<file path="src/design/ndrd_pkg.sv">
`default_nettype none
// ----------------------------------------------------------------------------
// ndrd_pkg: shared types and constants
// Timestamp width, register map, reset values and the structs that pass
// between the configuration block, the detection core and the top level.
// ----------------------------------------------------------------------------
package ndrd_pkg;

  // Internal timestamp width; the now_us port stays 48 bits wide.
  localparam int unsigned TIME_WIDTH = 48;

  localparam int unsigned NOW_WIDTH  = 48;
  localparam int unsigned DUR_WIDTH  = 24;
  localparam int unsigned DUTY_WIDTH = 8;
  localparam int unsigned PWR_WIDTH  = 9;
  localparam int unsigned ADDR_WIDTH = 5;
  localparam int unsigned DATA_WIDTH = 32;

  typedef logic [TIME_WIDTH-1:0] time_t;
  typedef logic [DUR_WIDTH-1:0]  dur_t;
  typedef logic [DUTY_WIDTH-1:0] duty_t;

  typedef enum logic [2:0] {
    REG_ARRIVE_DELAY  = 3'd0,
    REG_EXIT_HOLDOFF  = 3'd1,
    REG_HOLD          = 3'd2,
    REG_SLOW_WINDOW   = 3'd3,
    REG_SLOW_POWER    = 3'd4,
    REG_OVERRIDE_EN   = 3'd5,
    REG_OVERRIDE_PWR  = 3'd6,
    REG_UNUSED        = 3'd7
  } reg_index_t;

  localparam dur_t  ARRIVE_DELAY_RST = 24'd150000;
  localparam dur_t  EXIT_HOLDOFF_RST = 24'd5000;
  localparam dur_t  HOLD_RST         = 24'd100000;
  localparam dur_t  SLOW_WINDOW_RST  = 24'd500000;
  localparam duty_t SLOW_POWER_RST   = 8'd89;
  localparam duty_t DUTY_FULL        = 8'd255;

  typedef struct packed {
    dur_t                        arrive_delay_us;
    dur_t                        exit_holdoff_us;
    dur_t                        hold_us;
    dur_t                        slow_window_us;
    duty_t                       slow_power;
    logic                        override_enable;
    logic signed [PWR_WIDTH-1:0] override_power;
  } cfg_t;

  typedef struct packed {
    logic  raw_detect;
    time_t now;
    logic  enabled;
    logic  amplify_event;
  } sample_t;

  typedef struct packed {
    duty_t fwd_duty;
    duty_t bwd_duty;
    logic  has_object;
    logic  score_pulse;
    logic  laser_on;
  } result_t;

endpackage
`default_nettype wire

</file>
<file path="src/design/ndrd_cfg_regs.sv">
`default_nettype none
// ----------------------------------------------------------------------------
// ndrd_cfg_regs: configuration registers
// APB-style register file holding the timing windows and drive settings.
// ----------------------------------------------------------------------------
module ndrd_cfg_regs (
  input  logic                                  clk,
  input  logic                                  rst,
  input  logic                                  psel,
  input  logic                                  penable,
  input  logic                                  pwrite,
  input  logic [ndrd_pkg::ADDR_WIDTH-1:0]       paddr,
  input  logic [ndrd_pkg::DATA_WIDTH-1:0]       pwdata,
  output logic [ndrd_pkg::DATA_WIDTH-1:0]       prdata,
  output logic                                  pready,
  output ndrd_pkg::cfg_t                        cfg
);

  ndrd_pkg::reg_index_t idx;
  logic                 wr_en;

  assign idx    = ndrd_pkg::reg_index_t'(paddr[ndrd_pkg::ADDR_WIDTH-1:2]);
  assign pready = 1'b1;
  assign wr_en  = psel && penable && pwrite && pready;

  always_ff @(posedge clk) begin
    if (rst) begin
      cfg.arrive_delay_us <= ndrd_pkg::ARRIVE_DELAY_RST;
      cfg.exit_holdoff_us <= ndrd_pkg::EXIT_HOLDOFF_RST;
      cfg.hold_us         <= ndrd_pkg::HOLD_RST;
      cfg.slow_window_us  <= ndrd_pkg::SLOW_WINDOW_RST;
      cfg.slow_power      <= ndrd_pkg::SLOW_POWER_RST;
      cfg.override_enable <= 1'b0;
      cfg.override_power  <= '0;
    end else if (wr_en) begin
      case (idx)
        ndrd_pkg::REG_ARRIVE_DELAY: cfg.arrive_delay_us <= pwdata[ndrd_pkg::DUR_WIDTH-1:0];
        ndrd_pkg::REG_EXIT_HOLDOFF: cfg.exit_holdoff_us <= pwdata[ndrd_pkg::DUR_WIDTH-1:0];
        ndrd_pkg::REG_HOLD:         cfg.hold_us         <= pwdata[ndrd_pkg::DUR_WIDTH-1:0];
        ndrd_pkg::REG_SLOW_WINDOW:  cfg.slow_window_us  <= pwdata[ndrd_pkg::DUR_WIDTH-1:0];
        ndrd_pkg::REG_SLOW_POWER:   cfg.slow_power      <= pwdata[ndrd_pkg::DUTY_WIDTH-1:0];
        ndrd_pkg::REG_OVERRIDE_EN:  cfg.override_enable <= pwdata[0];
        ndrd_pkg::REG_OVERRIDE_PWR: cfg.override_power  <= pwdata[ndrd_pkg::PWR_WIDTH-1:0];
        default: begin
        end
      endcase
    end
  end

  always_comb begin
    prdata = '0;
    case (idx)
      ndrd_pkg::REG_ARRIVE_DELAY: prdata = ndrd_pkg::DATA_WIDTH'(cfg.arrive_delay_us);
      ndrd_pkg::REG_EXIT_HOLDOFF: prdata = ndrd_pkg::DATA_WIDTH'(cfg.exit_holdoff_us);
      ndrd_pkg::REG_HOLD:         prdata = ndrd_pkg::DATA_WIDTH'(cfg.hold_us);
      ndrd_pkg::REG_SLOW_WINDOW:  prdata = ndrd_pkg::DATA_WIDTH'(cfg.slow_window_us);
      ndrd_pkg::REG_SLOW_POWER:   prdata = ndrd_pkg::DATA_WIDTH'(cfg.slow_power);
      ndrd_pkg::REG_OVERRIDE_EN:  prdata = ndrd_pkg::DATA_WIDTH'(cfg.override_enable);
      ndrd_pkg::REG_OVERRIDE_PWR: prdata = ndrd_pkg::DATA_WIDTH'(unsigned'(cfg.override_power));
      default:                    prdata = '0;
    endcase
  end

endmodule
`default_nettype wire

</file>
<file path="src/design/ndrd_core.sv">
`default_nettype none
// ----------------------------------------------------------------------------
// ndrd_core: presence qualifier and ramp drive selection
// Holds the detection state and, for each sample moved on to the result
// register, works out presence, the score pulse and the motor duties.
// ----------------------------------------------------------------------------
module ndrd_core (
  input  logic              clk,
  input  logic              rst,
  input  logic              advance,
  input  ndrd_pkg::cfg_t    cfg,
  input  ndrd_pkg::sample_t smp,
  output ndrd_pkg::result_t res
);

  ndrd_pkg::time_t enter_time, enter_time_next;
  ndrd_pkg::time_t exit_time, exit_time_next;
  ndrd_pkg::time_t seen_time, seen_time_next;
  logic            enter_valid, exit_valid, exit_valid_next;
  logic            seen_valid, seen_valid_next;
  logic            had_object, amplified_flag, amplified_flag_next;

  ndrd_pkg::time_t d_enter, d_exit, d_seen;
  logic            amp, det_arrived, holdoff_hit, det, has, in_slow;
  logic            new_run, early;
  ndrd_pkg::duty_t base_duty;
  logic [ndrd_pkg::PWR_WIDTH-1:0] neg_pwr;

  always_comb begin
    amp = amplified_flag || smp.amplify_event;

    // A new raw run starts its timer at this sample, so its elapsed time is zero.
    new_run         = smp.raw_detect && !enter_valid;
    enter_time_next = new_run ? smp.now : enter_time;
    d_enter         = smp.now - enter_time;
    early           = new_run ? (cfg.arrive_delay_us != '0)
                              : (d_enter < ndrd_pkg::TIME_WIDTH'(cfg.arrive_delay_us));
    det_arrived     = smp.raw_detect && !early;

    // Detections inside the exit holdoff are dropped and push it further out.
    d_exit      = smp.now - exit_time;
    holdoff_hit = det_arrived && exit_valid
                  && (d_exit < ndrd_pkg::TIME_WIDTH'(cfg.exit_holdoff_us));
    det         = det_arrived && !holdoff_hit;

    // A detection in this sample restarts the hold time from zero.
    seen_time_next  = det ? smp.now : seen_time;
    seen_valid_next = seen_valid || det;
    d_seen          = smp.now - seen_time;
    has             = det ? (cfg.hold_us != '0)
                          : (seen_valid && (d_seen < ndrd_pkg::TIME_WIDTH'(cfg.hold_us)));

    exit_time_next  = exit_time;
    exit_valid_next = exit_valid;
    if (holdoff_hit || (had_object && !has)) begin
      exit_time_next = smp.now;
    end
    if (had_object && !has) begin
      exit_valid_next = 1'b1;
    end

    amplified_flag_next = amp && has;

    in_slow = smp.raw_detect
              && (new_run ? (cfg.slow_window_us != '0)
                          : (d_enter < ndrd_pkg::TIME_WIDTH'(cfg.slow_window_us)));
    if (!has) begin
      base_duty = ndrd_pkg::DUTY_FULL;
    end else if (amp) begin
      base_duty = ndrd_pkg::DUTY_FULL;
    end else if (in_slow) begin
      base_duty = cfg.slow_power;
    end else begin
      base_duty = '0;
    end

    neg_pwr = -unsigned'(cfg.override_power);

    res.has_object  = has;
    res.score_pulse = has && !had_object;
    res.laser_on    = smp.enabled;
    res.fwd_duty    = '0;
    res.bwd_duty    = '0;
    if (smp.enabled) begin
      if (cfg.override_enable) begin
        if (cfg.override_power > 0) begin
          res.fwd_duty = cfg.override_power[ndrd_pkg::DUTY_WIDTH-1:0];
        end else if (neg_pwr[ndrd_pkg::PWR_WIDTH-1] && (cfg.override_power != 0)) begin
          // The most negative override saturates the backward duty.
          res.bwd_duty = ndrd_pkg::DUTY_FULL;
        end else begin
          res.bwd_duty = neg_pwr[ndrd_pkg::DUTY_WIDTH-1:0];
        end
      end else begin
        res.fwd_duty = base_duty;
      end
    end
  end

  always_ff @(posedge clk) begin
    if (rst) begin
      enter_time     <= '0;
      exit_time      <= '0;
      seen_time      <= '0;
      enter_valid    <= 1'b0;
      exit_valid     <= 1'b0;
      seen_valid     <= 1'b0;
      had_object     <= 1'b0;
      amplified_flag <= 1'b0;
    end else if (advance) begin
      enter_time     <= enter_time_next;
      exit_time      <= exit_time_next;
      seen_time      <= seen_time_next;
      enter_valid    <= smp.raw_detect;
      exit_valid     <= exit_valid_next;
      seen_valid     <= seen_valid_next;
      had_object     <= has;
      amplified_flag <= amplified_flag_next;
    end
  end

endmodule
`default_nettype wire

</file>
<file path="src/design/note_detect_ramp_drive.sv">
`default_nettype none
// ----------------------------------------------------------------------------
// note_detect_ramp_drive: object detection qualifier and ramp motor drive
// Qualifies a raw detector level against arrival, exit and hold times,
// flags new arrivals and drives the ramp motor as forward/backward duty.
// ----------------------------------------------------------------------------
// One sample is taken per clock cycle while in_stall is low. A sample first
// lands in the input register, then the qualifier and drive logic evaluates
// it against the stored detection state and the outcome is captured in the
// result register. While a result is held by out_stall, one further sample
// is still taken into the input register; the stall reaches in_stall only
// once both registers are full. Configuration registers should be written
// only while no sample is in flight.
module note_detect_ramp_drive (
  input  logic                               clk,
  input  logic                               rst,
  input  logic                               in_valid,
  output logic                               in_stall,
  input  logic                               raw_detect,
  input  logic [ndrd_pkg::NOW_WIDTH-1:0]     now_us,
  input  logic                               enabled,
  input  logic                               amplify_event,
  output logic                               out_valid,
  input  logic                               out_stall,
  output logic [ndrd_pkg::DUTY_WIDTH-1:0]    fwd_duty,
  output logic [ndrd_pkg::DUTY_WIDTH-1:0]    bwd_duty,
  output logic                               has_object,
  output logic                               score_pulse,
  output logic                               laser_on,
  input  logic                               psel,
  input  logic                               penable,
  input  logic                               pwrite,
  input  logic [ndrd_pkg::ADDR_WIDTH-1:0]    paddr,
  input  logic [ndrd_pkg::DATA_WIDTH-1:0]    pwdata,
  output logic [ndrd_pkg::DATA_WIDTH-1:0]    prdata,
  output logic                               pready
);

  ndrd_pkg::cfg_t    cfg;
  ndrd_pkg::sample_t smp;
  ndrd_pkg::result_t res, res_q;
  logic              smp_valid, advance, in_take;
  logic [63:0]       now_ext;

  assign advance  = smp_valid && !(out_valid && out_stall);
  assign in_stall = smp_valid && !advance;
  assign in_take  = in_valid && !in_stall;
  assign now_ext  = 64'(now_us);

  ndrd_cfg_regs u_cfg (
    .clk     (clk),
    .rst     (rst),
    .psel    (psel),
    .penable (penable),
    .pwrite  (pwrite),
    .paddr   (paddr),
    .pwdata  (pwdata),
    .prdata  (prdata),
    .pready  (pready),
    .cfg     (cfg)
  );

  ndrd_core u_core (
    .clk     (clk),
    .rst     (rst),
    .advance (advance),
    .cfg     (cfg),
    .smp     (smp),
    .res     (res)
  );

  always_ff @(posedge clk) begin
    if (rst) begin
      smp_valid <= 1'b0;
    end else if (in_take) begin
      smp_valid <= 1'b1;
    end else if (advance) begin
      smp_valid <= 1'b0;
    end
  end

  always_ff @(posedge clk) begin
    if (in_take) begin
      smp.raw_detect    <= raw_detect;
      smp.now           <= now_ext[ndrd_pkg::TIME_WIDTH-1:0];
      smp.enabled       <= enabled;
      smp.amplify_event <= amplify_event;
    end
  end

  always_ff @(posedge clk) begin
    if (rst) begin
      out_valid <= 1'b0;
    end else if (advance) begin
      out_valid <= 1'b1;
    end else if (!out_stall) begin
      out_valid <= 1'b0;
    end
  end

  always_ff @(posedge clk) begin
    if (advance) begin
      res_q <= res;
    end
  end

  assign fwd_duty    = res_q.fwd_duty;
  assign bwd_duty    = res_q.bwd_duty;
  assign has_object  = res_q.has_object;
  assign score_pulse = res_q.score_pulse;
  assign laser_on    = res_q.laser_on;

`ifndef ASSERT_OFF
  a_pulse_has_object: assert property (@(posedge clk) disable iff (rst)
    out_valid && score_pulse |-> has_object)
    else $error("score pulse without presence");

  a_single_direction: assert property (@(posedge clk) disable iff (rst)
    out_valid && (fwd_duty != 0) |-> (bwd_duty == 0) && laser_on)
    else $error("forward duty with backward duty or while disabled");

  a_advance_fills_output: assert property (@(posedge clk) disable iff (rst)
    advance |=> out_valid)
    else $error("evaluated sample lost before the result register");
`endif

endmodule
`default_nettype wire

</file>
<file path="config.mk">
export PLATFORM = sky130hd
export DESIGN_NAME = note_detect_ramp_drive
export DESIGN_NICKNAME = d
export VERILOG_FILES = /design/src/design/ndrd_pkg.sv /design/src/design/ndrd_cfg_regs.sv /design/src/design/ndrd_core.sv /design/src/design/note_detect_ramp_drive.sv
export SDC_FILE = /design/constraint.sdc
export NUM_CORES = 1
export LEC_CHECK = 0
export BUFFER_PORTS_ARGS = -buffer_cell sky130_fd_sc_hd__clkbuf_2
export CORE_MARGIN = 10
export CORE_UTILIZATION = 55
export DETAILED_ROUTE_END_ITERATION = 10
export PLACE_DENSITY = 0.85
export SETUP_SLACK_MARGIN = 0.15
export SLEW_MARGIN = 40
export SYNTH_ARGS = -nofsm -noshare
export SYNTH_HDL_FRONTEND = slang
export SYNTH_HIERARCHICAL = 1
export SYNTH_SLANG_ARGS = --single-unit
</file>
<file path="constraint.sdc">
create_clock -name clk -period 8.5 [get_ports clk]
set_input_delay 0 -clock clk [delete_from_list [all_inputs] [get_ports clk]]
set_output_delay 0 -clock clk [all_outputs]
set_load 0.005 [all_outputs]
</file>
==> impl_metrics.tcl <==
set metrics [dict create \
    status "finished clean" \
    cts-hold-fix-buffers 81 \
    r2r-start "smp[2]" \
    drt_wl_total_mm 82.08 \
    setup_slack_ns 1.811 \
    synth-seq-cells 335 \
    muxShareOfSynthArea_pct 9.014 \
    ff2ff_path_depth 21 \
    cts-buffers-inserted 38 \
    postCtsSetupBuffers 0 \
    crit_arrival_ns 7.00 \
    hp-start "rst" \
    worst_ir_drop_vdd_mv 0.2096 \
    grt_max_degree 131 \
    wl_per_cell_um 20.54 \
    skew_ns 0.05777 \
    drive_gt1_share_pct 7.942 \
    die-area_um2 56840 \
    synthTopCellsByArea "dfxtp_1, ha_1, edfxtp_1, mux2i_1, a21oi_1" \
    htreeDepth 2 \
    drtPass1Iterations 7 \
    hold_viol 0 \
    dr.first_iter.drc_count 3065 \
    root_buffer "clkbuf_16" \
    start_util_pct 56.00 \
    rsz0062_at_grt "false" \
    clockBufferDepth 3 \
    power.leakage_nw 11.12 \
    worst_slew_pin_slew_ns 0.8310 \
    vias_per_cell 6.368 \
    clock_latency_ns 0.62 \
    power_density_nw_per_um2 153.0 \
    drv_cap 0 \
    finalCritPeriodShare_pct 78.69 \
    num_rows 79 \
    vias 25450 \
    post_cts_resized 0 \
    overflow 0 \
    clk_pin_slew_ns 0.06 \
    hold-path-endpoint "out_valid" \
    synth-simple-area-share_pct 20.32 \
    syn_area_um2 26240 \
    synth_top_family_by_area "simple AND/OR/NAND/NOR gates" \
    nNetsFinal 3690 \
    grt_pass1_vias 24110 \
    crit_path_start_kind "register" \
    synth-main-ff-cell "dfxtp_1" \
    finalSetupTns_ns 0 \
    r2r_end "fwd_duty[2]" \
    yosysMostFrequentCell "a21oi_1" \
    gp_congestion 0.9977 \
    antenna_found_initial 3 \
    seq_area_frac_synth_pct 28.23 \
    fin_crit_ns 6.689 \
    critPathSlowestCell "mux2i_4" \
    hold_path.class "in2reg" \
    reg2reg_slack_ns 1.81 \
    cts_tree "done" \
    holdWs_ns 0.01936 \
    holdPathStages 2 \
    max_freq_mhz 149.5 \
    area_delta_synth_final_pct 11.06 \
    antenna_left 0 \
    slew_viol_final 0 \
    fp.dieW_um 238.4 \
    synth_xor_area_share_pct 3.472 \
    end_kind "register" \
    die_h_um 238.4 \
    synth-edff-count 70 \
    synth_compound_area_share_pct 20.27 \
    io_pins 149 \
    grt_use_total_pct 27.70 \
    path_cells "inv_1, ha_1, inv_1, fa_1, a211oi_1, o21ai_0, a22oi_1, nand2_1, xor2_1, ha_1, a21o_1, a211o_1, o211ai_1, a21oi_1, or4_1, or4_1, nor4_1, a21o_1, nor2_1, mux2i_4, a311oi_1" \
    syn-mean-instance-area_um2 8.050 \
    async_reset_ff_share_pct 0 \
    worstSetupPathType "reg2reg" \
    cp_data_required_time_ns 8.81 \
    drc 0 \
    grt_pass1_wl_mm 127.8 \
    synthAdderAreaFrac_pct 11.44 \
    core_um2 46850 \
    post-dp-hpwl_mm 59.60 \
    cpPeakStageDelay_ns 0.59 \
    nFillCells 3966 \
    place_ws_ns 1.991 \
    ys_warn_count 6 \
    synth_common_cells "a21oi_1, nand2_1, inv_1, dfxtp_1, nor2_1" \
    yosys.area.top_type_share_pct 20.22 \
    setup_viol 0 \
    relSlewSlack_pct 44.60 \
    synthCells 3259 \
    clkSinkCount 335 \
    synth.distinct_cells 102 \
    crit_fanout 13 \
    post-synth-top-area-cell "dfxtp_1" \
    port-buffer-count 129 \
]
-- through the flow --
step                std cells  util (%)  total power [mW]  instance area, um^2
floorplan                3266         -             2.433                26260
global placement         3843     57.53             2.662                26960
detailed placement       3843     57.58             2.680                26980
CTS                      3994     62.13             4.423                29110
global route             3996     62.19             4.639                29140
finish                   3996     62.19             4.459                29140
-- registers in the layout, indices dropped and copies added (netlist names), 8 cells and up --
name and count:
u_core/exit_time 48, fwd_duty 8, bwd_duty 8, smp 51
u_cfg/cfg 114, u_core/enter_time 48, u_core/seen_time 48
-- logic make-up after synthesis --
| family | Yosys count |
|---|---|
| flip-flops | 335 |
| other | 2 |
| AND/OR/NAND/NOR | 1066 |
| adder cells (fa/ha/maj) | 238 |
| AO/OA/AOI/OAI | 847 |
| buffers and inverters | 451 |
| multiplexers | 216 |
| XOR/XNOR | 104 |
-- cell type report --
type	count	area [um^2]	area share [%]
Antenna cell	2	5.005	0.01718
Clock buffer	46	1026	3.521
Clock inverter	24	295.3	1.013
Inverter	279	1047	3.594
Multi-Input combinational cell	2480	17030	58.44
Sequential cell	335	7407	25.42
Tap cell	607	759.5	2.606
Timing Repair Buffer	223	1570	5.389
-- cell usage in the layout, fill, tap and decap left out, drive strengths merged, types with 47 or more instances in the layout --
cell type / Yosys / routed
ha: 235 / 235
inv: 278 / 281
nand2b: 180 / 180
a21oi: 324 / 324
nand2: 280 / 280
dlygate4sd3: 0 / 81
nand3: 77 / 77
o21a: 47 / 47
o21ai: 172 / 172
nor2: 251 / 251
xnor2: 63 / 63
dfxtp: 265 / 265
a21o: 68 / 68
mux2i: 189 / 189
nand4: 73 / 73
edfxtp: 70 / 70
clkbuf: 112 / 175
-- power breakdown --
| group | switching (mW) | internal (mW) | leakage [nW] |
|---|---|---|---|
| Combinational | 0.606 | 0.402 | 7.66 |
| Sequential | 0.0557 | 1.66 | 2.82 |
| Clock | 0.732 | 1.00 | 0.639 |
-- worst max-delay path: cells and delay by family, from the launching register on --
kind | cells | cell delay (ns)
AOI/OAI and AO/OA | 9 | 2.31
and+or+nand+nor | 5 | 1.63
adders and majority gates | 3 | 0.93
muxes | 1 | 0.59
DFF | 1 | 0.44
xor gates and xnor gates | 1 | 0.29
buffers and inverters | 2 | 0.22
-- per-layer routing --
| metal | track usage [%] | vias up | wire length [um] |
|---|---|---|---|
| met4 | 12.54 | 0 | 4164 |
| met5 | 0 | - | 0 |
| met2 | 44.98 | 1436 | 36560 |
| met3 | 7.100 | 304 | 9002 |
| met1 | 34.04 | 11900 | 32360 |
| li1 | - | 11810 | - |
-- worst max path at each step --
stage          cells past startpoint          end  slack, ns  startpoint
3_3_place_gp                      21  fwd_duty[0]       1.83      smp[2]
5_1_grt                           23  fwd_duty[0]       1.54      smp[2]
6_report                          21  fwd_duty[2]       1.81      smp[2]
3_5_place_dp                      21  fwd_duty[0]       1.99      smp[2]
2_1_floorplan                     25  fwd_duty[2]       3.25      smp[2]
4_1_cts                           23  fwd_duty[0]       1.98      smp[2]
Note: power is estimated with default switching activity, not from simulation.
